--- src/design/qccg_pkg.sv ---
`timescale 1ns / 1ps

package qccg_pkg;

    localparam int KEY_COUNT   = 128;
    localparam int KEY_IDX_W   = (KEY_COUNT > 1) ? $clog2(KEY_COUNT) : 1;
    localparam int GEN_W       = 32;
    localparam int KEYPOS_W    = 8;
    localparam int HELD_W      = 8;
    localparam int BLK_W       = 16;
    localparam int TICKS_W     = 16;
    localparam int S_TDATA_W   = 48;
    localparam int M_TDATA_W   = 96;

    localparam logic [TICKS_W-1:0] IDLE_TICKS_RESET = 16'd100;
    localparam logic [BLK_W-1:0]   BLK_MAX          = {BLK_W{1'b1}};
    localparam logic [KEYPOS_W-1:0] KEY_LIMIT       = KEYPOS_W'(KEY_COUNT);

    typedef enum logic [2:0] {
        CMD_REQUEST = 3'd0,
        CMD_KEY     = 3'd1,
        CMD_ACQUIRE = 3'd2,
        CMD_RELEASE = 3'd3,
        CMD_TICK    = 3'd4,
        CMD_STATUS  = 3'd5
    } cmd_t;

    typedef enum logic [1:0] {
        ST_OK       = 2'd0,
        ST_INVAL    = 2'd1,
        ST_OVERFLOW = 2'd2
    } status_t;

    typedef struct packed {
        logic [2:0]          cmd;
        logic [GEN_W-1:0]    new_generation;
        logic [KEYPOS_W-1:0] key_position;
        logic                key_pressed;
    } item_t;

    typedef struct packed {
        status_t             status_code;
        logic [GEN_W-1:0]    live_generation;
        logic [GEN_W-1:0]    queued_generation;
        logic [HELD_W-1:0]   pressed_count;
        logic [BLK_W-1:0]    blocker_total;
        logic                timer_running;
        logic                committed;
    } result_t;

endpackage

--- src/design/quiescent_config_commit_gate_core.sv ---
`timescale 1ns / 1ps
// A word accepted on the slave side is held in the input register; the engine computes its
// result combinationally and the result register presents it on the master side.
// Throughput: one word per cycle while m_tready does not stall the output; the input and
// result registers let a new word enter while the previous result is still waiting to be taken.
// Reset (aresetn, synchronous, active low) clears all state, empties both registers and
// loads idle_ticks with 100.

module quiescent_config_commit_gate_core
    import qccg_pkg::*;
(
    input  logic                 aclk,
    input  logic                 aresetn,
    input  logic                 s_tvalid,
    output logic                 s_tready,
    input  logic [S_TDATA_W-1:0] s_tdata,  // new_generation, key_position, key_pressed, zeros
    input  logic [2:0]           s_tuser,  // cmd
    output logic                 m_tvalid,
    input  logic                 m_tready,
    // live generation, queued generation, pressed_count, blocker total,
    // timer_running, committed, zeros
    output logic [M_TDATA_W-1:0] m_tdata,
    output logic [1:0]           m_tuser,  // status_code
    input  logic                 cfg_valid,
    output logic                 cfg_ready,
    input  logic [TICKS_W-1:0]   cfg_data
);

    logic    advance;
    logic    item_valid;
    item_t   item;
    result_t result;
    logic    m_valid_reg;
    result_t m_result_reg;

    assign advance   = !m_valid_reg || m_tready;
    assign cfg_ready = 1'b1;

    qccg_in_reg u_in_reg (
        .aclk       (aclk),
        .aresetn    (aresetn),
        .s_tvalid   (s_tvalid),
        .s_tready   (s_tready),
        .s_tdata    (s_tdata),
        .s_tuser    (s_tuser),
        .advance    (advance),
        .item_valid (item_valid),
        .item       (item)
    );

    qccg_engine u_engine (
        .aclk     (aclk),
        .aresetn  (aresetn),
        .cfg_we   (cfg_valid && cfg_ready),
        .cfg_data (cfg_data),
        .fire     (item_valid && advance),
        .item     (item),
        .result   (result)
    );

    always_ff @(posedge aclk) begin
        if (!aresetn) begin
            m_valid_reg <= 1'b0;
        end else if (advance) begin
            m_valid_reg <= item_valid;
        end
    end

    always_ff @(posedge aclk) begin
        if (advance && item_valid) begin
            m_result_reg <= result;
        end
    end

    assign m_tvalid = m_valid_reg;
    assign m_tuser  = m_result_reg.status_code;
    assign m_tdata  = {6'd0,
                       m_result_reg.committed,
                       m_result_reg.timer_running,
                       m_result_reg.blocker_total,
                       m_result_reg.pressed_count,
                       m_result_reg.queued_generation,
                       m_result_reg.live_generation};

endmodule

--- src/design/qccg_in_reg.sv ---
`timescale 1ns / 1ps

module qccg_in_reg
    import qccg_pkg::*;
(
    input  logic                 aclk,
    input  logic                 aresetn,
    input  logic                 s_tvalid,
    output logic                 s_tready,
    input  logic [S_TDATA_W-1:0] s_tdata,   // new_generation, key_position, key_pressed
    input  logic [2:0]           s_tuser,   // cmd
    input  logic                 advance,
    output logic                 item_valid,
    output item_t                item
);

    logic  valid_reg;
    item_t item_reg;

    assign s_tready   = !valid_reg || advance;
    assign item_valid = valid_reg;
    assign item       = item_reg;

    always_ff @(posedge aclk) begin
        if (!aresetn) begin
            valid_reg <= 1'b0;
        end else if (s_tready) begin
            valid_reg <= s_tvalid;
        end
    end

    always_ff @(posedge aclk) begin
        if (s_tvalid && s_tready) begin
            item_reg.cmd            <= s_tuser;
            item_reg.new_generation <= s_tdata[GEN_W-1:0];
            item_reg.key_position   <= s_tdata[GEN_W+KEYPOS_W-1:GEN_W];
            item_reg.key_pressed    <= s_tdata[GEN_W+KEYPOS_W];
        end
    end

endmodule

--- src/design/qccg_engine.sv ---
`timescale 1ns / 1ps

module qccg_engine
    import qccg_pkg::*;
(
    input  logic               aclk,
    input  logic               aresetn,
    input  logic               cfg_we,
    input  logic [TICKS_W-1:0] cfg_data,
    input  logic               fire,
    input  item_t              item,
    output result_t            result
);

    logic [TICKS_W-1:0]   idle_ticks_reg;
    logic [KEY_COUNT-1:0] key_map_reg;
    logic [HELD_W-1:0]    held_reg,    held_next;
    logic [BLK_W-1:0]     blk_reg,     blk_next;
    logic [GEN_W-1:0]     wait_reg,    wait_next;
    logic [GEN_W-1:0]     cur_reg,     cur_next;
    logic                 armed_reg,   armed_next;
    logic [TICKS_W-1:0]   cnt_reg,     cnt_next;
    logic                 map_we;
    logic                 map_bit_next;
    logic [KEY_IDX_W-1:0] key_idx;
    logic                 key_bit;
    status_t              status;
    logic                 committed;

    assign key_idx = item.key_position[KEY_IDX_W-1:0];
    assign key_bit = key_map_reg[key_idx];

    always_comb begin
        held_next    = held_reg;
        blk_next     = blk_reg;
        wait_next    = wait_reg;
        cur_next     = cur_reg;
        armed_next   = armed_reg;
        cnt_next     = cnt_reg;
        map_we       = 1'b0;
        map_bit_next = item.key_pressed;
        status       = ST_OK;
        committed    = 1'b0;
        case (cmd_t'(item.cmd))
            CMD_REQUEST: begin
                if (item.new_generation == '0) begin
                    status = ST_INVAL;
                end else begin
                    wait_next = (item.new_generation == cur_reg) ? '0 : item.new_generation;
                    if (wait_next != '0 && held_reg == '0 && blk_reg == '0) begin
                        armed_next = 1'b1;
                        cnt_next   = idle_ticks_reg;
                    end
                end
            end
            CMD_KEY: begin
                if (item.key_position >= KEY_LIMIT) begin
                    status = ST_INVAL;
                end else begin
                    if (item.key_pressed && !key_bit) begin
                        map_we    = 1'b1;
                        held_next = held_reg + HELD_W'(1);
                    end else if (!item.key_pressed && key_bit) begin
                        map_we    = 1'b1;
                        held_next = held_reg - HELD_W'(1);
                    end
                    if (item.key_pressed) begin
                        armed_next = 1'b0;
                    end else if (wait_reg != '0 && held_next == '0 && blk_reg == '0) begin
                        armed_next = 1'b1;
                        cnt_next   = idle_ticks_reg;
                    end
                end
            end
            CMD_ACQUIRE: begin
                if (blk_reg == BLK_MAX) begin
                    status = ST_OVERFLOW;
                end else begin
                    blk_next   = blk_reg + BLK_W'(1);
                    armed_next = 1'b0;
                end
            end
            CMD_RELEASE: begin
                if (blk_reg == '0) begin
                    status = ST_INVAL;
                end else begin
                    blk_next = blk_reg - BLK_W'(1);
                    if (wait_reg != '0 && held_reg == '0 && blk_next == '0) begin
                        armed_next = 1'b1;
                        cnt_next   = idle_ticks_reg;
                    end
                end
            end
            CMD_TICK: begin
                if (armed_reg) begin
                    if (cnt_reg <= TICKS_W'(1)) begin
                        armed_next = 1'b0;
                        cnt_next   = '0;
                        if (wait_reg != '0 && held_reg == '0 && blk_reg == '0) begin
                            cur_next  = wait_reg;
                            wait_next = '0;
                            committed = 1'b1;
                        end
                    end else begin
                        cnt_next = cnt_reg - TICKS_W'(1);
                    end
                end
            end
            default: begin
            end
        endcase
    end

    always_comb begin
        result.status_code       = status;
        result.live_generation   = cur_next;
        result.queued_generation = wait_next;
        result.pressed_count     = held_next;
        result.blocker_total     = blk_next;
        result.timer_running     = armed_next;
        result.committed         = committed;
    end

    always_ff @(posedge aclk) begin
        if (!aresetn) begin
            idle_ticks_reg <= IDLE_TICKS_RESET;
            key_map_reg    <= '0;
            held_reg       <= '0;
            blk_reg        <= '0;
            wait_reg       <= '0;
            cur_reg        <= '0;
            armed_reg      <= 1'b0;
            cnt_reg        <= '0;
        end else begin
            if (cfg_we) begin
                idle_ticks_reg <= cfg_data;
            end
            if (fire) begin
                if (map_we) begin
                    key_map_reg[key_idx] <= map_bit_next;
                end
                held_reg  <= held_next;
                blk_reg   <= blk_next;
                wait_reg  <= wait_next;
                cur_reg   <= cur_next;
                armed_reg <= armed_next;
                cnt_reg   <= cnt_next;
            end
        end
    end

endmodule
--- config.mk ---
export PLATFORM = sky130hd
export DESIGN_NAME = quiescent_config_commit_gate_core
export DESIGN_NICKNAME = d
export VERILOG_FILES = /design/src/design/qccg_pkg.sv /design/src/design/quiescent_config_commit_gate_core.sv /design/src/design/qccg_in_reg.sv /design/src/design/qccg_engine.sv
export SDC_FILE = /design/constraint.sdc
export NUM_CORES = 1
export LEC_CHECK = 0
export BUFFER_PORTS_ARGS = -buffer_cell sky130_fd_sc_hd__clkbuf_2
export CAP_MARGIN = 0
export CORE_MARGIN = 1.5
export CORE_UTILIZATION = 43
export CTS_CLUSTER_SIZE = 16
export DETAILED_ROUTE_END_ITERATION = 10
export PLACE_DENSITY = 0.7
export SLEW_MARGIN = 10
export SYNTH_ARGS = -nofsm -noshare
export SYNTH_HDL_FRONTEND = slang
export SYNTH_SLANG_ARGS = --single-unit
--- constraint.sdc ---
create_clock -name aclk -period 6 [get_ports aclk]
set_input_delay 1.5 -clock aclk [delete_from_list [all_inputs] [get_ports aclk]]
set_output_delay 1.5 -clock aclk [all_outputs]
set_load 0.005 [all_outputs]
==> results of run 1 <==
[cell usage after synthesis, types with 4 or more instances]
master	instances
nand3b_1	4
a31oi_1	9
buf_2	4
a221oi_1	14
xnor2_1	47
nor4_1	31
or4_1	7
a211oi_1	10
a21oi_1	80
nand4_1	37
a21boi_0	23
a22o_1	70
nand3_1	64
nor3_1	42
edfxtp_1	136
mux2i_1	106
buf_1	11
o21ai_0	78
a22oi_1	55
nand2_1	336
a21boi_1	5
and3_1	5
inv_1	14
buf_4	7
xor2_1	18
nor3b_1	5
ha_1	10
a21o_1	5
and2_1	12
or3_1	6
nand2b_1	11
nor2_1	173
clkbuf_1	129
nor2b_1	12
o31ai_1	8
o211ai_1	8
nor4b_1	4
or2_2	10
dfxtp_1	251
o22ai_1	4
[cell type report]
type,instances,area (µm²)
antenna,2,5.00
multi-input combinational,1358,8070
timing repair buffer,185,1010
fill,3710,20400
clock buffer,61,1310
inverter,15,61.3
tap,532,666
clock inverter,17,178
sequential,387,9110
[cell usage in the layout, fill, tap and decap left out, types with 8 or more instances in the layout]
cell type / instances
nand4_1: 37
xnor2_1: 47
nand3_1: 63
clkbuf_2: 158
clkbuf_16: 47
nand2b_1: 11
dfxtp_1: 251
a211oi_1: 10
buf_4: 26
xor2_1: 18
edfxtp_1: 136
nor2_1: 172
o211ai_1: 8
a221oi_1: 14
ha_1: 10
clkbuf_8: 8
nor4_1: 31
nor2b_1: 12
a21oi_1: 80
a31oi_1: 9
inv_1: 13
o31ai_1: 8
o21ai_0: 78
or2_2: 10
a21boi_0: 23
mux2i_1: 106
clkinv_2: 9
nand2_1: 336
nor3_1: 40
a22oi_1: 55
and2_1: 11
a22o_1: 70
[power by group through the flow]
stage          Combinational [mW]  Clock, mW  Sequential (mW)
5_1_grt                     0.462       2.89             2.85
6_report                    0.425       2.74             2.84
3_3_place_gp                0.412          0             2.90
2_1_floorplan               0.279          0             2.88
3_5_place_dp                0.418          0             2.90
4_1_cts                     0.421       2.79             2.84
[layer usage]
metal,track usage [%],vias up
met4,8.67,0
met5,0,-
met2,37.2,643
li1,-,6986
met1,31.1,7294
met3,3.80,97
[worst max-delay path: stages (launching register included)]
cell and delay [ps]:
edfxtp_1 500, and3b_1 910, a22oi_1 250, nand4_1 180
o21ai_0 90, o21ai_0 350, mux4_2 360, ha_1 260
or4b_2 660, o22ai_1 280, xor2_1 110, nor3b_1 360
nand4b_1 150, a21o_1 480, or2_2 420, a21oi_1 150
[stage by stage]
stage | std cells | hold WS [ps] | utilization [%] | worst slack, ps
finish | 2557 | 476 | 50.0 | 418
global route | 2557 | 499 | 50.0 | 172
CTS | 2555 | 477 | 50.0 | 572
detailed placement | 2477 | 465 | 46.3 | 562
global placement | 2477 | 460 | 46.3 | 626
floorplan | 1914 | 441 | - | 693
[worst min path at each step]
stage | start | endpoint | slack [ps] | cells after the start
global route | u_engine.idle_ticks_reg[5] | u_engine.idle_ticks_reg[5] | 500 | 2
floorplan | u_engine.idle_ticks_reg[2] | u_engine.idle_ticks_reg[2] | 440 | 2
finish | u_engine.idle_ticks_reg[6] | u_engine.idle_ticks_reg[6] | 480 | 2
global placement | u_engine.idle_ticks_reg[2] | u_engine.idle_ticks_reg[2] | 460 | 2
detailed placement | u_engine.idle_ticks_reg[2] | u_engine.idle_ticks_reg[2] | 460 | 2
CTS | u_engine.key_map_reg[109] | u_engine.key_map_reg[109] | 480 | 2
[logic make-up (layout without fill, tap and decap cells)]
kind of cell	Yosys count	count (layout)	synth area share (%)
xor gates and xnor gates	65	65	3.20
AOI/OAI and AO/OA	392	392	15.0
other	2	9	0.0422
DFF	387	387	51.1
adders and majority gates	10	10	0.702
muxes	108	108	6.21
buffers and inverters	169	278	3.86
and+or+nand+nor	776	776	19.8
==> metrics.cfg, run 1 <==
[critical_path]
critPathKind=reg -> reg
crit_arrival_ps=6070
r2r_slack_ps=420
critPathLaunch=u_in_reg.item[1]
worstSetupStartpointType=flip-flop
r2r_cells=15
crit_end=u_engine.cnt_reg[8]
cp-end-kind=flip-flop
critPathRequiredTime_ps=6490
crit_fanout=32
rr_endpoint=u_engine.cnt_reg[8]
reg2reg_from=u_in_reg.item[1]

[floorplan]
num_rows=74
dieArea_um2=42700
core_area_um2=40800
die_height_um=207
die_w_um=207
start_util_pct=43.6
io_pins=173

[yosys]
synth_edf_count=136
netlist_area_um2=17800
synth_area_leaders=dfxtp_1 28%, edfxtp_1 23%, nand2_1 7.1%
syn-mean-instance-area_um2=9.33
ys_warn_count=0
synthArstFlopShare_pct=0
synth_top_area_cell=dfxtp_1
yosys.area.top_type_share_pct=28.2
netlist_instances=1909
yosys.cell_types.count=75
synth_ff_type=dfxtp_1
yosysSeqAreaShare_pct=51.1
ys_seq_elements=387

[drt]
drc=0
viasPerCell=5.87
dr.pass1.iters=8
vias=15000
wl_met3_um=3880
top_layer=met4
routedWlPerCell_um=19.5
drt-met1-wl_um=21300
met2_wirelength_um=23300
antenna_left=0
drt_iter0_drc=1649
drt_wl_total_um=49800

[sta]
tightest_slew_ps=1180
finalSetupViolations=0
rsz0062_at_grt=no
slew-limit-headroom_pct=20.3
fin_worst_skew_ps=29.8
fin_crit_sh_pct=93.0
finalMaxSlewViolations=0
period_minus_slack_ps=5580
tns_ps=0
max_freq_mhz=179
hold_viol=0

[global_routing]
grt_max_degree=85
grt_pass1_vias=14100
grtUsageTotal_pct=23.1
grt_pass1_wl_um=77500
antenna_found_initial=2
grt_overflow=0

[hold_path]
hp-class=reg -> reg

[power_and_ir_drop]
ir_drop_uv=189
p_sw_share_pct=23.8
clkPwrFrac_pct=45.6
power_density_nw_per_um2=294
power.internal_mw=4.58
power_switching_mw=1.43
p_leak_nw=7.99
power_mw=6.01
p_comb_share_pct=7.1
p_seq_share_pct=47.3

[placed_design]
placed_area_um2=18900
dpl.hpwl_um=31400
portBuffers=158
gp_congestion=0.905

[finish]
stdcell_area_um2=20400
num-nets-final=2072
area_growth_pct=14.6
drive_above_1_share_pct=14.2
largest_reg_flops=128

[clock_tree]
cts-root-buf=clkbuf_16
clock_latency_ps=580
postCtsSetupBuffers=0
path_clk_slew_ps=60
cts_resized=0
postCtsHoldBufs=0
cts_tree=built
clock_sinks=387
cts_made_buffers=43
htree_levels=2
clock_path_buffers=3

[outcome]
outcome=completed

[flow_run]
cap_violations=0

Power figures use the tool's default switching activity.
==> run 2: changes to the inputs <==
--- a/config.mk
+++ b/config.mk
@@ -9,3 +9,3 @@
 export CAP_MARGIN = 0
-export CORE_MARGIN = 1.5
+export CORE_MARGIN = 2
 export CORE_UTILIZATION = 43
@@ -13,2 +13,3 @@
 export DETAILED_ROUTE_END_ITERATION = 10
+export MAX_ROUTING_LAYER = met4
 export PLACE_DENSITY = 0.7
--- a/constraint.sdc
+++ b/constraint.sdc
@@ -3,2 +3,2 @@
 set_output_delay 1.5 -clock aclk [all_outputs]
-set_load 0.005 [all_outputs]
+set_load 0.02 [all_outputs]
==> metrics.cfg, run 2 (same netlist as run 1, synthesis figures left out) <==
[power_and_ir_drop]
p_seq_share_pct=47.7  ; was 47.3%
p_leak_nw=7.96  ; was 7.99 nW
p_sw_share_pct=24.3  ; was 23.8%
p_comb_share_pct=7.7  ; was 7.1%
power.internal_mw=4.52  ; was 4.58 mW
power_switching_mw=1.45  ; was 1.43 mW
power_density_nw_per_um2=293  ; was 294 nW/µm²
clkPwrFrac_pct=44.6  ; was 45.6%
ir_drop_uv=193  ; was 189 µV

[finish]
area_growth_pct=14.3  ; was 14.6%
num-nets-final=2072  ; unchanged
drive_above_1_share_pct=13.8  ; was 14.2%
largest_reg_flops=128  ; unchanged
fin_util_pct=49.9  ; was 50.0%
fillCellCount=3709  ; was 3710
final_common_cell=nand2_1  ; unchanged
final_cell_mix=336 x nand2_1, 251 x dfxtp_1, 172 x nor2_1, 158 x clkbuf_2, 136 x edfxtp_1  ; unchanged

[critical_path]
crit_arrival_ps=5930  ; was 6070 ps
worstSetupStartpointType=flip-flop  ; unchanged
critPathRequiredTime_ps=6480  ; was 6490 ps
cp-end-kind=flip-flop  ; unchanged
crit_fanout=32  ; unchanged
critPathKind=reg -> reg  ; unchanged

[outcome]
outcome=completed  ; unchanged

[clock_tree]
clock_sinks=387  ; unchanged
cts_made_buffers=42  ; was 43
postCtsHoldBufs=0  ; unchanged
clock_latency_ps=580  ; about the same
cts_tree=built  ; unchanged
cts_resized=0  ; unchanged
htree_levels=2  ; unchanged
path_clk_slew_ps=60  ; about the same
cts-root-buf=clkbuf_16  ; unchanged
postCtsSetupBuffers=0  ; unchanged
clock_path_buffers=3  ; unchanged

[sta]
tns_ps=0  ; unchanged
max_freq_mhz=183  ; was 179 MHz
tightest_slew_ps=1210  ; was 1180 ps
rsz0062_at_grt=no  ; unchanged
fin_crit_sh_pct=90.9  ; was 93.0%
period_minus_slack_ps=5460  ; was 5580 ps
setup_slack_ps=545  ; was 418 ps
fin_worst_skew_ps=31.2  ; was 29.8 ps
whs_ps=476  ; about the same
hold_viol=0  ; unchanged
finalMaxSlewViolations=0  ; unchanged
slew-limit-headroom_pct=19.4  ; was 20.3%
finalSetupViolations=0  ; unchanged

[global_routing]
grt_pass1_wl_um=78500  ; was 77500 µm
grt_overflow=0  ; unchanged
grt_max_degree=129  ; was 85
grtUsageTotal_pct=23.4  ; was 23.1%
grt_pass1_vias=14100  ; about the same
antenna_found_initial=1  ; was 2

[hold_path]
hp-class=reg -> reg  ; unchanged

[floorplan]
io_pins=173  ; unchanged
dieArea_um2=43100  ; was 42700 µm²
die_height_um=208  ; was 207 µm
core_area_um2=40800  ; unchanged
die_w_um=208  ; was 207 µm
num_rows=74  ; unchanged
start_util_pct=43.6  ; unchanged

[drt]
dr.pass1.iters=6  ; was 8
antenna_left=0  ; unchanged
drc=0  ; unchanged
drt_iter0_drc=1485  ; was 1649
routedWlPerCell_um=19.7  ; was 19.5 µm
vias=15100  ; was 15000
viasPerCell=5.92  ; was 5.87
drt_wl_total_um=50500  ; was 49800 µm

[placed_design]
gp_congestion=0.920  ; was 0.905
portBuffers=158  ; unchanged
dpl.hpwl_um=31800  ; was 31400 µm
place_ws_ps=664  ; was 562 ps

[flow_run]
cap_violations=0  ; unchanged

## run 2: cell types whose count changed in the layout (fill, tap and decap cells not counted), moves of 2 or more
cell | before | now
clkinv_2 | 9 | 7
clkbuf_8 | 8 | 4
bufinv_16 | 3 | 5
inv_6 | 1 | 3
clkinv_1 | 1 | 4
clkbuf_16 | 47 | 43
clkbuf_1 | 6 | 11
## run 2: layout make-up
class | count | area (µm²) | area share (%)
antenna | 1 | 2.50 | 0.0123
clock buffer | 58 | 1170 | 5.76
clock inverter | 20 | 243 | 1.19
inverter | 15 | 61.3 | 0.301
multi-input combinational | 1358 | 8070 | 39.7
sequential | 387 | 9110 | 44.7
tap | 532 | 666 | 3.27
timing repair buffer | 186 | 1030 | 5.08
## run 2: power by group through the flow
stage          sequential [mW]  clock, mW  combinational (mW)
4_1_cts                   2.85       2.71               0.455
6_report                  2.85       2.66               0.461
3_3_place_gp              2.90          0               0.444
3_5_place_dp              2.90          0               0.452
5_1_grt                   2.85       2.81               0.498
2_1_floorplan             2.91          0               0.282
## run 2: worst max-delay path: stages, from the launching register on
cell,delay (ps)
edfxtp_1,500
and3_1,860
a22o_1,240
a221oi_1,60
nand4_1,110
o21ai_0,100
o21ai_0,290
mux4_2,350
ha_1,250
or4b_2,670
o22ai_1,250
xor2_1,110
nor3b_1,330
nand4b_1,160
a21o_1,490
or2_2,430
a21oi_1,160
## run 2: metal layers
metal | vias to the layer above | GRT usage (%) | wire length [µm]
met2 | 694 | 36.7 | 23900
met5 | - | - | 0
met4 | 0 | 9.53 | 1700
li1 | 6999 | - | -
met1 | 7324 | 29.9 | 20600
met3 | 124 | 3.99 | 4340
## run 2: path summary, 6_finish.rpt
check / startpoint / end / slack (ps) / depth (start not counted)
max: u_in_reg.item[3] / u_engine.cnt_reg[8] / 540 / 16
min: u_engine.idle_ticks_reg[2] / u_engine.idle_ticks_reg[2] / 480 / 2
max reg2reg: u_in_reg.item[3] / u_engine.cnt_reg[8] / 540 / 16
min reg2reg: u_engine.idle_ticks_reg[2] / u_engine.idle_ticks_reg[2] / 480 / 2
## run 2: per-stage QoR
step	power [mW]	std cells	cell area, µm²
global route	6.16	2557	20400
CTS	6.01	2555	20300
global placement	3.34	2477	18900
detailed placement	3.35	2477	18900
finish	5.97	2557	20400
floorplan	3.19	1914	17800
